### src/hw/rtl/bdls_pkg.sv
package bdls_pkg;

    localparam int COORD_WIDTH_DEF   = 32;
    localparam int LOD_FRAC_BITS_DEF = 8;

    localparam int CFG_IDX_W  = 2;
    localparam int CFG_DATA_W = 32;
    localparam int DEPTH_W    = 5;
    localparam int DIST_W     = 32;
    localparam int LEVEL_W    = 13;
    localparam int LEVEL_MAX  = 4095;
    localparam int MANT_W     = 32;
    localparam int MANT_FRAC  = 31;

    localparam logic [CFG_IDX_W-1:0] REG_TREE_DEPTH = 2'd0;
    localparam logic [CFG_IDX_W-1:0] REG_MESH_DIST  = 2'd1;
    localparam logic [CFG_IDX_W-1:0] REG_TEX_DIST   = 2'd2;

    localparam logic [DEPTH_W-1:0] DEPTH_RST = 5'd1;
    localparam logic [DIST_W-1:0]  DIST_RST  = 32'h0001_0000;

    typedef enum logic {
        KIND_MESH    = 1'b0,
        KIND_TEXTURE = 1'b1
    } kind_t;

    typedef struct packed {
        logic  valid;
        kind_t kind;
        logic  above;
    } ctrl_t;

endpackage

### src/hw/rtl/bdls_sqrt_cell.sv
module bdls_sqrt_cell
    import bdls_pkg::*;
#(
    parameter int RW = 35
) (
    input  logic            aclk,
    input  logic            aresetn,
    input  logic            en,
    input  ctrl_t           ctrl_in,
    input  logic [RW+1:0]   rem_in,
    input  logic [RW-1:0]   root_in,
    input  logic [2*RW-1:0] rad_in,
    output ctrl_t           ctrl_out,
    output logic [RW+1:0]   rem_out,
    output logic [RW-1:0]   root_out,
    output logic [2*RW-1:0] rad_out
);

    ctrl_t           ctrl_reg;
    logic [RW+1:0]   rem_reg, rem_next;
    logic [RW-1:0]   root_reg, root_next;
    logic [2*RW-1:0] rad_reg;
    logic [RW+3:0]   rem_sh, trial, diff;
    logic            take;

    always_comb begin
        rem_sh    = {rem_in, rad_in[2*RW-1 -: 2]};
        trial     = {2'b00, root_in, 2'b01};
        diff      = rem_sh - trial;
        take      = (rem_sh >= trial);
        rem_next  = take ? diff[RW+1:0] : rem_sh[RW+1:0];
        root_next = {root_in[RW-2:0], take};
    end

    always_ff @(posedge aclk) begin
        if (!aresetn) begin
            ctrl_reg <= '0;
        end else if (en) begin
            ctrl_reg <= ctrl_in;
        end
    end

    always_ff @(posedge aclk) begin
        if (en) begin
            rem_reg  <= rem_next;
            root_reg <= root_next;
            rad_reg  <= {rad_in[2*RW-3:0], 2'b00};
        end
    end

    assign ctrl_out = ctrl_reg;
    assign rem_out  = rem_reg;
    assign root_out = root_reg;
    assign rad_out  = rad_reg;

endmodule

### config.mk
export PLATFORM = sky130hd
export DESIGN_NAME = bdls_sqrt_cell
export DESIGN_NICKNAME = d
export VERILOG_FILES = /design/src/hw/rtl/bdls_pkg.sv /design/src/hw/rtl/bdls_sqrt_cell.sv
export SDC_FILE = /design/constraint.sdc
export NUM_CORES = 1
export LEC_CHECK = 0
export ABC_AREA = 1
export BUFFER_PORTS_ARGS = -buffer_cell sky130_fd_sc_hd__buf_2
export CAP_MARGIN = 20
export CORE_UTILIZATION = 28
export DETAILED_ROUTE_END_ITERATION = 16
export SYNTH_ARGS = -nofsm -noshare
export SYNTH_HDL_FRONTEND = slang
export SYNTH_SLANG_ARGS = --single-unit
### constraint.sdc
create_clock -name aclk -period 1.7 [get_ports aclk]
set_input_delay 0.17 -clock aclk [delete_from_list [all_inputs] [get_ports aclk]]
set_output_delay 0.17 -clock aclk [all_outputs]
set_load 0.05 [all_outputs]
Word level (Yosys, flattened, before mapping) --
Cells that the tools add are included. W data, S select, Z words.
Word-level totals: bits of input ports 148, register bits after elaboration 143
Operators by class: add/subtract/negate cells 1, multiplexer cells 1, order comparisons 1
Operators with widths (count):
- $ge A39 B37 Y1 | 1
- $mux W37 | 1
- $sub A37 B37 Y37 | 1

Longest topological paths before layout --
word-level depth 2, mapped depth 16

Least setup slack after synthesis --
OpenSTA, ideal clock, no wires.
path kind in2reg, start input port root_in[24], end register rem_reg[26] (netlist: rem_out[26]), data pin, setup time 0.253 ns, stages 12, arrival 1.549 ns, setup slack -0.102 ns, path through inv_1 > ha_1 > nand2_1 > nor2_1 > nand2_1 > nor2_4 > nand4_1 > and3_1 > buf_6 > buf_6 > nand3_2 > nand2_1
Between the ends: cells in the longest elaborated chain, start to end 2
RTL lines:
- start: declaration | line bdls_sqrt_cell.sv:11 | input logic [RW-1:0] root_in,
- $sub A37 B37 Y37 / $ge A39 B37 Y1 (equally long branches) | line bdls_sqrt_cell.sv:29, bdls_sqrt_cell.sv:30
- $mux W37 (*) | line bdls_sqrt_cell.sv:31 | rem_next = take ? diff[RW+1:0] : rem_sh[RW+1:0];
- net rem_next[26] | line bdls_sqrt_cell.sv:20 | logic [RW+1:0] rem_reg, rem_next;
- end signal: assignment | line bdls_sqrt_cell.sv:45 | rem_reg <= rem_next;
- end: declaration | line bdls_sqrt_cell.sv:20
Mark *: on every way through the listed nets, which the timed path passes. The rest lies on a longest branch. A chain may end at the register's enable or synchronous reset.

Worst setup path in the final report --
start input port root_in[20], end register rem_reg[31] (netlist: rem_out[31]), data pin
The elaborated chain is that of the path after synthesis.

==> out/results.tsv <==
stage	metric	value	unit
outcome	status	complete, no violations	
pwr	sw frac	0.357	
cells_and_area	Final Cell Area	13300	um^2
grt	largest net degree at the start of global routing	40	
placement	DP Wirelength	20.4	mm
timing	RSZ-0062 raised after global routing	true	
placement	placer's final routability congestion estimate	0.900	
routing	Vias	7827	
critical_path	CP startpoint kind	input pin	
routing	# DRC	0	
logic_synthesis	top cells by area, synth	edfxtp_1, nand2_1, inv_1	
clock_tree	clk buf depth	2	
grt	vias in the first global route	7788	
timing	Final setup viols	0	
floorplanning	I/O Pins	293	
logic_synthesis	Syn Inst Count	884	
routing	Initial DRT Pass Iterations	5	
pwr	Clk pwr share	0.308	
placement	post-place instance area	11400	um^2
floorplanning	Die Y	171	um
routing	post-route ant nets	0	
logic_synthesis	Netlist cell types	34	
critical_path	CP arrival	1.83	ns
timing	Max Slew Vio Count	0	
min_path	worst min path class	input pin to register	
routing	1st-iter DRT viols	427	
clock_tree	CTS Root Cell	clkbuf_16	
logic_synthesis	#FFs+latches synth	143	
routing	Routed Wire Length	27.0	mm
cells_and_area	NumNets Final	1617	
pwr	Int Pwr	7.75	mW
critical_path	crit path to	rem_out[31]	
cells_and_area	commonest non-fill, non-tap cells in the layout	buf_2, nand2_1, edfxtp_1, buf_4, inv_1	
critical_path	R2R cell count	3	
floorplanning	Initial Util	0.286	
cells_and_area	Register Area	4260	um^2
logic_synthesis	sequential fraction of the synthesis area	0.533	
timing	setup slack after layout	0.0555	ns
floorplanning	Core ar.	27900	um^2
timing	final hold violation count	0	
critical_path	WP data required	1.89	ns
floorplanning	die width	171	um
critical_path	critical path type	input pin to register	
critical_path	reg2reg setup slack	0.55	ns
critical_path	worst reg2reg endpoint	ctrl_out[2]	
cells_and_area	synthesis-to-layout area growth	66.8	%
timing	Final Cycle Share	0.967	
critical_path	FF-to-FF Start	ctrl_out[2]	
logic_synthesis	Syn Std Cell Area	8000	um^2
critical_path	Critical Path Start	root_in[20]	
pwr	PD cells	903	nW/um^2
placement	dpl ws	-0.460	ns
clock_tree	H-tree Lvls	4	
grt	antenna violations before repair	1	
pwr	proportion of power drawn by flip-flops and latches	0.363	
grt	first-pass GRT wire length	39.7	mm
routing	drt via density	4.29	
grt	total gr overflow	0	
cells_and_area	area of the multi-input gates	3720	um^2
logic_synthesis	Synth top area share	0.526	
clock_tree	CTS Buf Count	17	
timing	Final Skew	0	ns
timing	final worst path period need	1.64	ns
clock_tree	TritonCTS clock tree	done	
logic_synthesis	leading area contributor after synthesis	edfxtp_1	
run	Max Cap Viol	0	
cells_and_area	fillcell total	2676	
timing	Fmax	0.608	GHz
grt	gr usage total	0.180	
pwr	Static Leak	6.37	nW
critical_path	peak fanout along the critical path	6	
floorplanning	DIE AREA	29200	um^2
floorplanning	num rows	61	
routing	WL per Instance	14.8	um
pwr	combinational share of power	0.329	
logic_synthesis	YS warnings	0	
clock_tree	clock-pin slew on the worst setup and hold paths	0.07	ns
clock_tree	Clock Latency Late Sink	0.42	ns
clock_tree	clock net sink count	143	
logic_synthesis	syn_area_per_cell	9.05	um^2
critical_path	crit end category	register	
pwr	net switching power	4.30	mW
pwr	VDD IR max	0.501	mV
cells_and_area	most common cell after layout, fill and taps aside	buf_2	
cells_and_area	fraction of layout cells with a size suffix above 1	0.431	
placement	PortBufs	290	
[power by group through the flow]
| stage | clock, mW | sequential, mW | combinational [mW] |
|---|---|---|---|
| after floorplan | 0 | 5.68 | 1.09 |
| after detailed placement | 0 | 4.45 | 3.65 |
| after global placement | 0 | 4.45 | 3.63 |
| after CTS | 3.83 | 4.38 | 3.86 |
| after global routing | 3.97 | 4.41 | 4.25 |
| final | 3.71 | 4.38 | 3.96 |
[cell type report]
class                   count  area share
diodes                      1    0.000188
well taps                 378      0.0355
repair buffers            542       0.281
flip-flops and latches    143       0.320
clock inverters            15      0.0111
multi-input cells         583       0.279
inverters                 145      0.0417
clock buffers              17      0.0319
[layer usage]
| layer | share of wire | global-route usage |
|---|---|---|
| met5 | 0 | 0 |
| met2 | 0.51 | 0.331 |
| met3 | 0.054 | 0.0356 |
| met4 | 0.020 | 0.0571 |
| met1 | 0.42 | 0.207 |
[cell usage after synthesis (all sizes together)]
cell type	count
and3	1
nand3	77
a21oi	26
clkinv	1
xor2	17
nor3	5
dfxtp	3
a21boi	1
nor2	79
conb	1
a21o	1
buf	13
ha	37
nand4	5
o21ai	11
edfxtp	140
and2	2
nor4	1
inv	144
xnor2	2
nand2	300
nand3b	10
clkbuf	1
o21bai	6
[how the worst min path moves through the flow]
stage | to | start | cells past startpoint | slack [ns]
2_1_floorplan | rad_out[10] | rad_in[8] | 0 | 0.27
3_3_place_gp | rad_out[68] | rad_in[66] | 1 | 0.35
3_5_place_dp | rad_out[6] | rad_in[4] | 1 | 0.35
4_1_cts | ctrl_out[1] | aresetn | 3 | 0.001
5_1_grt | ctrl_out[1] | aresetn | 3 | 0.01
6_report | ctrl_out[1] | aresetn | 3 | 0.02
[through the flow]
stage | hold slack [ns] | cells | setup TNS, ns | total power [mW] | utilization
4_1_cts | 0.00103 | 1820 | 0 | 12.1 | 0.466
2_1_floorplan | 0.269 | 885 | -0.431 | 6.77 | -
3_5_place_dp | 0.349 | 1683 | -14.44 | 8.10 | 0.408
6_report | 0.0183 | 1824 | 0 | 12.0 | 0.478
3_3_place_gp | 0.347 | 1683 | -13.97 | 8.08 | 0.408
5_1_grt | 0.00950 | 1824 | -0.315 | 12.6 | 0.478
[critical path, cell delays in order]
cell and delay [ns]:
buf_2 0.10, inv_1 0.08, ha_4 0.23, a21oi_2 0.19, nand2_2 0.11, a21oi_2 0.15
nand2_1 0.09, nand2_2 0.08, nand4_4 0.22, clkbuf_16 0.24, nand3_2 0.11, nand2_1 0.06
[repair_timing]
item / CTS / global route
setup buffers: 0 / 1
gates resized for setup: 0 / 74
hold buffers: 105 / 0
endpoints found under the setup margin: 0 / 37
endpoints found under the hold margin: 104 / 0
[state kept, by name, summed over array words and instances (netlist names)]
signal / cells
root_out: 35
ctrl_out: 3
rad_out: 68
rem_out: 37
[logic make-up (layout without fill, tap and decap cells)]
logic type	after synthesis	count (layout)	synth area share
xor gates and xnor gates	19	19	0.0208
DFF	143	143	0.533
AOI/OAI and AO/OA	45	45	0.0316
buffers and inverters	159	719	0.0845
and+or+nand+nor	480	480	0.271
other	1	3	0.000469
adders and majority gates	37	37	0.0579
No activity file was read; power rests on OpenSTA's default activity.
