===== src/hw/rtl/bdls_pkg.sv =====
package bdls_pkg;

    localparam int COORD_WIDTH_DEF   = 32;
    localparam int LOD_FRAC_BITS_DEF = 8;

    localparam int CFG_IDX_W  = 2;
    localparam int CFG_DATA_W = 32;
    localparam int DEPTH_W    = 5;
    localparam int DIST_W     = 32;
    localparam int LEVEL_W    = 13;
    localparam int LEVEL_MAX  = 4095;
    localparam int MANT_W     = 32;
    localparam int MANT_FRAC  = 31;

    localparam logic [CFG_IDX_W-1:0] REG_TREE_DEPTH = 2'd0;
    localparam logic [CFG_IDX_W-1:0] REG_MESH_DIST  = 2'd1;
    localparam logic [CFG_IDX_W-1:0] REG_TEX_DIST   = 2'd2;

    localparam logic [DEPTH_W-1:0] DEPTH_RST = 5'd1;
    localparam logic [DIST_W-1:0]  DIST_RST  = 32'h0001_0000;

    typedef enum logic {
        KIND_MESH    = 1'b0,
        KIND_TEXTURE = 1'b1
    } kind_t;

    typedef struct packed {
        logic  valid;
        kind_t kind;
        logic  above;
    } ctrl_t;

endpackage


===== src/hw/rtl/bdls_sq_cell.sv =====
module bdls_sq_cell
    import bdls_pkg::*;
#(
    parameter int FW = 8,
    parameter int IW = 7
) (
    input  logic              aclk,
    input  logic              aresetn,
    input  logic              en,
    input  ctrl_t             ctrl_in,
    input  logic [MANT_W-1:0] m_in,
    input  logic [FW-1:0]     frac_in,
    input  logic [IW-1:0]     ip_in,
    output ctrl_t             ctrl_out,
    output logic [MANT_W-1:0] m_out,
    output logic [FW-1:0]     frac_out,
    output logic [IW-1:0]     ip_out
);

    ctrl_t               ctrl_reg;
    logic [MANT_W-1:0]   m_reg, m_next;
    logic [FW-1:0]       frac_reg;
    logic [IW-1:0]       ip_reg;
    logic [2*MANT_W-1:0] prod;
    logic [MANT_W:0]     t;
    logic [FW:0]         frac_sh;

    always_comb begin
        prod    = m_in * m_in;
        t       = prod[2*MANT_W-1 -: MANT_W+1];
        m_next  = t[MANT_W] ? t[MANT_W:1] : t[MANT_W-1:0];
        frac_sh = {frac_in, t[MANT_W]};
    end

    always_ff @(posedge aclk) begin
        if (!aresetn) begin
            ctrl_reg <= '0;
        end else if (en) begin
            ctrl_reg <= ctrl_in;
        end
    end

    always_ff @(posedge aclk) begin
        if (en) begin
            m_reg    <= m_next;
            frac_reg <= frac_sh[FW-1:0];
            ip_reg   <= ip_in;
        end
    end

    assign ctrl_out = ctrl_reg;
    assign m_out    = m_reg;
    assign frac_out = frac_reg;
    assign ip_out   = ip_reg;

endmodule


===== config.mk =====
export PLATFORM = sky130hd
export DESIGN_NAME = bdls_sq_cell
export DESIGN_NICKNAME = d
export VERILOG_FILES = /design/src/hw/rtl/bdls_pkg.sv /design/src/hw/rtl/bdls_sq_cell.sv
export SDC_FILE = /design/constraint.sdc
export NUM_CORES = 2
export LEC_CHECK = 0
export ABC_AREA = 1
export ABC_CLOCK_PERIOD_IN_PS = 8700
export BUFFER_PORTS_ARGS = -buffer_cell sky130_fd_sc_hd__buf_2
export CORE_MARGIN = 4
export CORE_UTILIZATION = 65
export CTS_CLUSTER_DIAMETER = 80
export DETAILED_ROUTE_END_ITERATION = 6
export HOLD_SLACK_MARGIN = 0.02
export PLACE_DENSITY = 0.79
export RECOVER_POWER = 50
export SKIP_CTS_REPAIR_TIMING = 1
export SYNTH_ARGS = -nofsm -noshare
export SYNTH_HDL_FRONTEND = slang
export SYNTH_SLANG_ARGS = --single-unit

===== constraint.sdc =====
create_clock -name aclk -period 8.7 [get_ports aclk]
set_input_delay 0.87 -clock aclk [delete_from_list [all_inputs] [get_ports aclk]]
set_output_delay 0.87 -clock aclk [all_outputs]
set_load 0.02 [all_outputs]

# After elaboration in Yosys (flattened, before gate mapping)
# Index checks and enable logic that the tools add are counted.
# totals
word_cells	9
in_bits	53
output_inout_bits	50
reg_bits	50
# op_classes
muxes	1
multipliers	1
# ops
cell	count
32-bit by 32-bit multiplier with 64-bit output	1
31-bit two-way mux	1

# Longest topological paths before layout
# logic_depth
ltp_word	2
mapped_depth	36
mapped_depth_nobuf	33

# Worst setup path before layout
# OpenSTA, ideal clock, no wires.
# synth_path
path_type	input port to flip-flop
startpoint	in m_in[14]
endpoint	reg m_reg[17], in the netlist m_out[17], data pin
arrival_time_ps	7137
stages	29
path_slack_ps	1311
required_time_ps	8448
path_buffers	3
setup_time_ps	252
path_cell_list	clkbuf_1 > buf_1 > nand2_1 > fa_1 > inv_1 > fa_1 > inv_1 > fa_1 > fa_1 > inv_1 > fa_1 > inv_1 > fa_1 > inv_1 > fa_1 > fa_1 > ha_1 > nand2_1 > nor2_1 > nand2_1 > nor2_1 > nand2_1 > nand2_1 > nand2_1 > nand3_1 > nand2_4 > buf_6 > nand2_1 > nand2_1
# synth_between
elab_chain_len	2
# synth_rtl
element	line	rtl
start: declaration	bdls_sq_cell.sv:11	input logic [MANT_W-1:0] m_in,
32-bit by 32-bit multiplier with 64-bit output	bdls_sq_cell.sv:29	prod = m_in * m_in;
31-bit two-way mux	bdls_sq_cell.sv:31	m_next = t[MANT_W] ? t[MANT_W:1] : t[MANT_W-1:0];
net m_next[17]	bdls_sq_cell.sv:21	logic [MANT_W-1:0] m_reg, m_next;
end signal: assignment	bdls_sq_cell.sv:45	m_reg <= m_next;
end: declaration	bdls_sq_cell.sv:21	
# The timed path passes the listed nets, and every way through them passes these cells.
# A chain may end at the register's enable or synchronous reset.

# Worst setup path in the final report
# layout_path
startpoint	in m_in[6]
endpoint	reg m_reg[30], in the netlist m_out[30], data pin
# The elaborated chain is that of the path after synthesis.

==> impl_results.md <==
* Maxcap violations at 1
* Min-delay src: ctrl_out[2]$_SDFFE_PN0P_
* Global-route wire length before repair at 136,000 µm
* Tot GR Track Use at 30.1%
* Via count at 25.1k
* Initial antenna violation count at 1
* FILL cells at 4,181
* Slowest stage delay, CP at 0.67 ns
* Clk sinks at 50
* # DRC at 0
* Initial DRC count at 1,422
* Clock root buffer: clkbuf_16
* Worst endpoint required time at 8.74 ns
* Vias in the first global route at 27.6k
* Detailed Route WL at 78,600 µm
* Share of post-route cells with drive strength above 1 at 2.96%
* RSZ-0062 raised after global routing: false
* Final Wtd Congestion at 0.986
* CP arrival at 8.01 ns
* Worst-path fanout max at 33
* Period utilization at 91.6%
* Synth Register Bits at 50
* Min cycle time layout at 7.97 ns
* Area grow syn2layout at 3.68%
* Site row count at 82
* Starting Density at 66.3%
* Status: finished with violations
* Post-Place Setup Slack at 0.451 ns
* Worst setup path start: m_in[6]
* Average size of a mapped cell at 7.91 µm²
* Finish-stage setup viols at 0
* Port bufs at 101
* Core area at 50,500 µm²
* Grt total ovfl at 0
* Final WS setup at 0.732 ns
* DP Area at 34,600 µm²
* CTS tree: yes
* Drt pass-1 iters at 6
* Critical path depth in cells at 27
* Hold Path Cell Cnt at 2
* Die X at 235 µm
* Buf+Inv Stages, Crit Path at 6
* Placed wire-length estimate at 69,000 µm
* Hold Crit Class: reg2reg
* Post-synth net total at 5,370
* CP Capture Type: flop
* Clk_lat worst skew at 0.29 ns
* Clock slew at reported path FFs at 0.06 ns
* Slew HR at -70.3%
* Post-synthesis sequential area ratio at 4.40%
* Largest net degree at the start of global routing at 52
* TritonCTS buffer count at 5
* DRT antenna net count at 0
* Max-slew violations at 52
* Worst setup path class: in2reg
* Worst setup SP type: input pin
* Library cells used by synthesis at 36
* Die Area at 55,100 µm²
* CTS Buffer Depth at 2
* Failing checks: max-capacitance violations, max-slew violations
* Die Ht at 235 µm
* Cell family with most CP delay: adder cells
* R2r startpoint: ctrl_out[1]$_SDFFE_PN0P_
* Final Hold Fails at 0
* Nets at 5,400
* Slowest cell on crit path: buf_2
* YS warnings at 0
* H-tree depth at 2
* Skew final at 0 ns
* Post-layout instance area at 34,700 µm²
* Slew @ Worst Pin at 2.55 ns
* I/O Pins at 103
* Cell Area, Synth at 33,400 µm²
* Syn Inst Count at 4,226
* R2r worst-path depth at 2
* Vias/cell at 5.10
* Setup TNS at 0 ns
* Max Fclk at 126 MHz
* Routed len/inst at 15.9 µm
-- metrics by stage --
stage / utilization [%] / hold slack, ns / instances
floorplan: - / 0.590 / 4226
global placement: 68.5 / 0.476 / 4921
detailed placement: 68.5 / 0.486 / 4921
CTS: 68.8 / 0.507 / 4929
global route: 68.7 / 0.558 / 4929
finish: 68.7 / 0.510 / 4930
-- cell families (layout without fill, tap and decap cells) --
| group | Yosys count | after routing | synth area share [%] |
|---|---|---|---|
| buffers and inverters | 1559 | 1590 | 17.6 |
| and+or+nand+nor | 1360 | 1360 | 16.1 |
| adders and majority gates | 1091 | 1091 | 58.6 |
| AOI/OAI and AO/OA | 117 | 117 | 2.05 |
| DFF | 50 | 50 | 4.40 |
| xor gates and xnor gates | 49 | 49 | 1.28 |
| other | 0 | 1 | 0 |
-- cells in the mapped netlist, drive strengths merged --
library cell,instances,area (µm²)
inv,1448,5440
nand2,1125,4260
fa,791,15800
ha,300,3750
nor2,117,457
clkbuf,90,338
nand3,71,355
a21oi,61,309
edfxtp,47,1410
xor2,33,289
o21bai,21,158
o21ai,20,100
buf,19,118
nand4,18,113
xnor2,16,140
nor3,9,60.1
a31o,6,52.6
and2,5,31.3
nand3b,5,37.5
or2,5,31.3
a21o,4,30.0
nor4,4,25.0
dfxtp,3,60.1
a21boi,2,15.0
a31oi,2,12.5
clkinv,2,7.51
and3,1,6.26
o21a,1,7.51
-- metal layers --
layer / vias to the layer above / routed length, µm / share of wire [%] / track usage [%]
met1: 12200 / 31100 / 40 / 39.3
met3: 205 / 5160 / 6.6 / 4.19
met5: - / 0 / 0 / 0
met4: 0 / 2990 / 3.8 / 9.26
met2: 851 / 39400 / 50 / 52.8
li1: 11900 / - / - / -
-- flip-flops by register name, indices dropped and copies added, names as in the netlist --
signal / flops
ctrl_out: 3
frac_out: 8
ip_out: 7
m_out: 32
-- worst register-to-register path: stages (launching register included) --
cell and delay, ns:
dfxtp_1 0.33, o21ai_0 0.07, nor2_1 0.18
-- path summary, 6_finish.rpt --
kind	to	slack, ns
max	m_out[30]$_DFFE_PP_	0.73
min reg2reg	ctrl_out[2]$_SDFFE_PN0P_	0.51
max reg2reg	ctrl_out[1]$_SDFFE_PN0P_	8.06
min	ctrl_out[2]$_SDFFE_PN0P_	0.51
-- layout make-up --
| cell class | instances | area (µm²) | area share [%] |
|---|---|---|---|
| inverter | 1450 | 5440 | 15.7 |
| clock inverter | 3 | 45.0 | 0.130 |
| sequential | 50 | 1470 | 4.24 |
| timing repair buffer | 132 | 674 | 1.94 |
| antenna | 1 | 2.50 | 0.00722 |
| clock buffer | 5 | 125 | 0.361 |
| multi-input combinational | 2617 | 26100 | 75.2 |
| tap | 672 | 841 | 2.42 |
-- placed cells by master, fill, tap and decap left out, types with 2 or more instances in the layout --
| cell | synthesis | routed |
|---|---|---|
| inv_1 | 1443 | 1443 |
| nand2_1 | 1115 | 1115 |
| fa_1 | 791 | 791 |
| ha_1 | 300 | 300 |
| nor2_1 | 110 | 110 |
| nand3_1 | 71 | 71 |
| a21oi_1 | 60 | 60 |
| clkbuf_1 | 90 | 51 |
| buf_2 | 1 | 50 |
| edfxtp_1 | 47 | 47 |
| xor2_1 | 33 | 33 |
| buf_4 | 0 | 31 |
| o21bai_1 | 21 | 21 |
| o21ai_0 | 20 | 20 |
| nand4_1 | 18 | 18 |
| xnor2_1 | 16 | 16 |
| nand2_2 | 8 | 8 |
| nor2_2 | 7 | 7 |
| a31o_2 | 6 | 6 |
| nor3_1 | 6 | 6 |
| or2_2 | 5 | 5 |
| inv_2 | 5 | 5 |
| and2_1 | 5 | 5 |
| nand3b_1 | 5 | 5 |
| clkbuf_16 | 0 | 5 |
| a21o_1 | 4 | 4 |
| nor4_1 | 4 | 4 |
| nor3_2 | 3 | 3 |
| dfxtp_1 | 3 | 3 |
| a31oi_1 | 2 | 2 |
| clkinv_1 | 2 | 2 |
| nand2_4 | 2 | 2 |
| a21boi_0 | 2 | 2 |
| clkinvlp_4 | 0 | 2 |
Power is not shown: default switching activity piles up to over one toggle a cycle in this logic, so the estimate is an artifact.
