<file path="src/hw/rtl/bdls_pkg.sv">
package bdls_pkg;

    localparam int COORD_WIDTH_DEF   = 32;
    localparam int LOD_FRAC_BITS_DEF = 8;

    localparam int CFG_IDX_W  = 2;
    localparam int CFG_DATA_W = 32;
    localparam int DEPTH_W    = 5;
    localparam int DIST_W     = 32;
    localparam int LEVEL_W    = 13;
    localparam int LEVEL_MAX  = 4095;
    localparam int MANT_W     = 32;
    localparam int MANT_FRAC  = 31;

    localparam logic [CFG_IDX_W-1:0] REG_TREE_DEPTH = 2'd0;
    localparam logic [CFG_IDX_W-1:0] REG_MESH_DIST  = 2'd1;
    localparam logic [CFG_IDX_W-1:0] REG_TEX_DIST   = 2'd2;

    localparam logic [DEPTH_W-1:0] DEPTH_RST = 5'd1;
    localparam logic [DIST_W-1:0]  DIST_RST  = 32'h0001_0000;

    typedef enum logic {
        KIND_MESH    = 1'b0,
        KIND_TEXTURE = 1'b1
    } kind_t;

    typedef struct packed {
        logic  valid;
        kind_t kind;
        logic  above;
    } ctrl_t;

endpackage

</file>
<file path="src/hw/rtl/bdls_div_cell.sv">
module bdls_div_cell
    import bdls_pkg::*;
#(
    parameter int NW = 34,
    parameter int QW = 65
) (
    input  logic              aclk,
    input  logic              aresetn,
    input  logic              en,
    input  ctrl_t             ctrl_in,
    input  logic [DIST_W-1:0] rem_in,
    input  logic [NW-1:0]     num_in,
    input  logic [QW-1:0]     quo_in,
    input  logic [DIST_W-1:0] div_in,
    output ctrl_t             ctrl_out,
    output logic [DIST_W-1:0] rem_out,
    output logic [NW-1:0]     num_out,
    output logic [QW-1:0]     quo_out,
    output logic [DIST_W-1:0] div_out
);

    ctrl_t             ctrl_reg;
    logic [DIST_W-1:0] rem_reg, rem_next, div_reg;
    logic [NW-1:0]     num_reg;
    logic [QW-1:0]     quo_reg;
    logic [DIST_W:0]   t, diff;
    logic              take;

    always_comb begin
        t        = {rem_in, num_in[NW-1]};
        diff     = t - {1'b0, div_in};
        take     = (t >= {1'b0, div_in});
        rem_next = take ? diff[DIST_W-1:0] : t[DIST_W-1:0];
    end

    always_ff @(posedge aclk) begin
        if (!aresetn) begin
            ctrl_reg <= '0;
        end else if (en) begin
            ctrl_reg <= ctrl_in;
        end
    end

    always_ff @(posedge aclk) begin
        if (en) begin
            rem_reg <= rem_next;
            num_reg <= {num_in[NW-2:0], 1'b0};
            quo_reg <= {quo_in[QW-2:0], take};
            div_reg <= div_in;
        end
    end

    assign ctrl_out = ctrl_reg;
    assign rem_out  = rem_reg;
    assign num_out  = num_reg;
    assign quo_out  = quo_reg;
    assign div_out  = div_reg;

endmodule

</file>
<file path="config.mk">
export PLATFORM = sky130hd
export DESIGN_NAME = bdls_div_cell
export DESIGN_NICKNAME = d
export VERILOG_FILES = /design/src/hw/rtl/bdls_pkg.sv /design/src/hw/rtl/bdls_div_cell.sv
export SDC_FILE = /design/constraint.sdc
export NUM_CORES = 1
export LEC_CHECK = 0
export BUFFER_PORTS_ARGS = -buffer_cell sky130_fd_sc_hd__buf_2
export CELL_PAD_IN_SITES_DETAIL_PLACEMENT = 1
export CELL_PAD_IN_SITES_GLOBAL_PLACEMENT = 2
export CORE_ASPECT_RATIO = 0.8
export CORE_MARGIN = 8
export CORE_UTILIZATION = 26
export DETAILED_ROUTE_END_ITERATION = 10
export PLACE_DENSITY_LB_ADDON = 0.1
export SYNTH_ARGS = -nofsm -noshare
export SYNTH_HDL_FRONTEND = slang
export SYNTH_SLANG_ARGS = --single-unit
</file>
<file path="constraint.sdc">
create_clock -name aclk -period 3.2 [get_ports aclk]
set_input_delay 0.32 -clock aclk [delete_from_list [all_inputs] [get_ports aclk]]
set_output_delay 0.32 -clock aclk [all_outputs]
set_load 0.1 [all_outputs]
</file>
# Word-level counts from Yosys, hierarchy flattened
# Cells that the tools add are included.
[totals]
output_inout_bits = 166
register_bits = 165
wordCells = 10
input_bits = 169
[op_classes]
n_addsub = 1
mux = 1
order_cmp = 1
[ops]
columns = ["cell", "n"]
rows = [
  [">= comparator 33 x 32 -> 1 bit", 1],
  ["two-way mux 32 bit", 1],
  ["subtractor 32 bit", 1],
]

# Logic depth before layout (Yosys ltp)
[logic_depth]
word_depth = 2
ltp_mapped = 13
depth_no_buf = 12

# Worst setup path after synthesis
# Ideal clock, no wire load.
[synth_path]
path_kind = "input port to flip-flop"
start = "in div_in[18]"
end = "reg rem_reg[30], in the netlist rem_out[30] (data pin)"
arrival_time_ns = 2.875
stages = 12
setup_time_ns = 0.262
path_slack_ns = 0.063
cell_sequence = "inv_1 -> ha_1 -> clkbuf_1 -> nand4_1 -> or4_1 -> a21oi_1 -> nor3_1 -> a211oi_2 -> o21ai_2 -> o31ai_4 -> buf_6 -> mux2_1"
[synth_via]
elab_chain_len = 2
[synth_rtl]
columns = ["item", "line_no", "text"]
rows = [
  ["from (decl)", "bdls_div_cell.sv:14", "input logic [DIST_W-1:0] div_in,"],
  ["subtractor 32 bit / >= comparator 33 x 32 -> 1 bit (equally long branches)", "bdls_div_cell.sv:31, bdls_div_cell.sv:32", ""],
  ["two-way mux 32 bit *", "bdls_div_cell.sv:33", "rem_next = take ? diff[DIST_W-1:0] : t[DIST_W-1:0];"],
  ["named net rem_next[30]", "bdls_div_cell.sv:23", "logic [DIST_W-1:0] rem_reg, rem_next, div_reg;"],
  ["to (signal assigned)", "bdls_div_cell.sv:46", "rem_reg <= rem_next;"],
  ["to (decl)", "bdls_div_cell.sv:23", ""],
]
# Mark *: on every way through the listed nets, which the timed path passes. The rest lies on a longest branch.
# A chain may end at the register's enable or synchronous reset.

# Worst setup path after layout
[layout_path]
start = "in num_in[33]"
end = "reg rem_reg[30], in the netlist rem_out[30] (data pin)"
[layout_via]
elab_chain_len = 2
[layout_rtl]
columns = ["item", "line_no", "text"]
rows = [
  ["from (decl)", "bdls_div_cell.sv:12", "input logic [NW-1:0] num_in,"],
  ["subtractor 32 bit / >= comparator 33 x 32 -> 1 bit (equally long branches)", "bdls_div_cell.sv:31, bdls_div_cell.sv:32", ""],
  ["two-way mux 32 bit *", "bdls_div_cell.sv:33", ""],
  ["named net rem_next[30]", "bdls_div_cell.sv:23", ""],
]
# Marked as above.

==> flow_summary_export.csv <==
group,metric,value,unit
cts,cts.sinks,165,
die,row_count,54,
cts,clk_pin_slew,0.08,ns
final_layout,multiInputGateArea,2030,sq um
timing,fin_crit,2.92,ns
critical_path,setup.worst_path.end_class,"flip-flop",
placed_design,dp_hpwl,22100,um
drt,wl,26900,um
critical_path,crit_type,"in2reg",
final_layout,nFillCells,3018,
die,ioPinCount,335,
hold_path,hold_class,"in2reg",
die,core,27200,sq um
final_layout,mostFrequentLayoutCells,"buf_2 (331), edfxtp_1 (162), a21oi_1 (57)",
die,dieArea,33200,sq um
global_routing,grt_max_degree,73,
timing,max_freq,342,MHz
placed_design,post-place-cells,1242,
timing,tightest_slew,0.720,ns
outcome,status,"completed",
final_layout,layoutNonFillerInstCount,1275,
synthesis,synth_cell_types,49,
cts,cts.htree.levels,4,
placed_design,io_buffers,332,
synthesis,synth_warnings,0,
synthesis,synthCells,516,
final_layout,syn_to_final_growth,42.5,%
critical_path,worstPathArrival,3.10,ns
cts,cts.repair_timing.setup_buffer_count,0,
drt,drc,0,
timing,hold_viol,0,
cts,clock_latency,0.42,ns
global_routing,grt_pass1_wl,40200,um
placed_design,routabilityCongestion,0.830,
critical_path,required,3.38,ns
flow_run,drv_cap,0,
timing,finalClockSkew,0,ns
global_routing,antenna_found_initial,7,
cts,clockBufferDepth,2,
final_layout,post-route-util,37.6,%
global_routing,grt_usage,16.0,%
power_and_ir_drop,power.density,714,nW/um^2
die,die_h,165,um
final_layout,nNetsFinal,1099,
final_layout,seq_area,4920,sq um
cts,cts_buffers,17,
timing,finalSetupViolCount,0,
synthesis,seq_area_frac_synth,68.5,%
final_layout,drive_gt1_share,46.2,%
drt,antenna_left,0,
final_layout,layout_commonest_cell,"buf_2",
synthesis,synth_fp_nets,718,
drt,dr_total_vias,5658,
global_routing,globalRouteOverflowTotal,0,
power_and_ir_drop,ir_drop,0.000419,V
timing,fin_crit_sh,91.3,%
cts,ctsResizeCount,0,
synthesis,syn_area_per_cell,13.9,sq um
timing,whs,0.0588,ns
drt,wl_per_cell,21.1,um
power_and_ir_drop,power.leakage,0.00454,uW
timing,slew_viol_final,0,
timing,max-slew-margin-rel,52.0,%
synthesis,ys_ff_latch,165,
die,start_util,26.4,%
global_routing,first_global_vias,6117,
drt,via_per_inst,4.44,
cts,cts_hold_buf,0,
cts,clock-root-buffer,"clkbuf_16",
die,die_x,202,um
timing,rsz0062_at_grt,"no",
critical_path,cp_max_fo,3,
drt,drt-initial-drc-count,302,
critical_path,start_kind,"input port",
drt,dr.pass1.iters,4,
synthesis,syn_area,7180,sq um
cts,cts_tree,"done",
-- metal layers --
| metal | wire length (um) | global-route usage [%] | part of all wire, % | vias to the layer above |
|---|---|---|---|---|
| li1 | - | - | - | 2681 |
| met1 | 11800 | 19.9 | 44 | 2723 |
| met2 | 12800 | 26.2 | 47 | 213 |
| met3 | 1850 | 5.78 | 6.9 | 29 |
| met4 | 382 | 4.18 | 1.4 | 12 |
| met5 | 85 | 0 | 0.32 | - |
-- metrics by stage --
step | worst slack, ns | TNS [ns] | instance area [sq um] | total power (uW)
floorplan | 0.0628 | 0 | 7180 | 4590
global placement | -0.249 | -0.567 | 9610 | 5160
detailed placement | -0.302 | -0.467 | 9610 | 5170
CTS | 0.163 | 0 | 10200 | 7420
global route | 0.0672 | 0 | 10200 | 7590
finish | 0.277 | 0 | 10200 | 7300
-- synth_stat cells, drive strengths merged --
master,n,area (sq um)
o21ai,17,88.8
edfxtp,162,4860
a21oi,57,285
conb,1,3.75
o2111ai,2,17.5
o311a,1,10.0
o21bai,3,22.5
xnor2,14,123
nand2,27,101
ha,32,400
and2,3,18.8
nand3,8,40.0
o22ai,2,12.5
fa,1,20.0
o41ai,1,8.76
nand4,8,50.1
or3,1,6.26
o211ai,4,30.0
nor4,4,25.0
nand2b,3,18.8
o21a,6,45.0
a21o,13,97.6
dfxtp,3,60.1
o31ai,2,28.8
a211o,1,8.76
mux2,10,113
inv,38,143
or4,2,15.0
a2bb2oi,1,8.76
buf,8,58.8
xor2,13,114
a211oi,4,35.0
a311oi,2,17.5
clkbuf,9,33.8
o31a,1,8.76
a31oi,2,12.5
or2,1,6.26
and4,1,8.76
nor2,36,135
mux2i,4,40.0
nor2b,6,37.5
nor3,2,10.0
-- worst paths after layout --
path	from	end	slack, ns	depth (start not counted)
setup / recovery	num_in[33]	rem_out[30]	0.28	13
hold / removal	quo_in[31]	quo_out[32]	0.06	1
setup reg to reg	ctrl_out[1]	ctrl_out[1]	2.56	2
hold reg to reg	ctrl_out[0]	ctrl_out[0]	0.53	2
-- report_power, final --
part	total (uW)	internal [uW]	switching, uW
Clock	2200	1250	943
Combinational	2440	466	1970
Sequential	2670	2620	52.2
-- cells by family (layout without fill, tap and decap cells) --
| kind of cell | Yosys count | in the layout | synth area share, % |
|---|---|---|---|
| compound gates | 119 | 119 | 10.3 |
| xor+xnor | 27 | 27 | 3.29 |
| fa+ha+maj | 33 | 33 | 5.85 |
| buf+inv | 55 | 448 | 3.27 |
| flops | 165 | 165 | 68.5 |
| mux | 14 | 14 | 2.12 |
| other cells | 1 | 3 | 0.0522 |
| simple gates | 102 | 102 | 6.58 |
-- final cells by class --
| type | count | share of cell area, % |
|---|---|---|
| Sequential cell | 165 | 48.1 |
| Clock inverter | 14 | 1.88 |
| Timing Repair Buffer | 379 | 20.1 |
| Clock buffer | 17 | 4.16 |
| Multi-Input combinational cell | 296 | 19.9 |
| Antenna cell | 2 | 0.0489 |
| Tap cell | 364 | 4.45 |
| Inverter | 38 | 1.39 |
-- worst max-delay path, cell delays in order --
cell	delay (ns)
buf_2	0.10
inv_1	0.04
ha_1	0.22
fa_1	0.41
nand2b_1	0.19
a21oi_1	0.19
o2111ai_1	0.20
o311a_1	0.36
a21oi_1	0.23
a21oi_1	0.19
o41ai_2	0.26
xor2_1	0.10
mux2_1	0.30
-- registers in the layout (all words and copies together) (netlist names) --
name,count
rem_out,32
quo_out,65
num_out,33
div_out,32
ctrl_out,3
No activity file was read; power rests on OpenSTA's default activity.
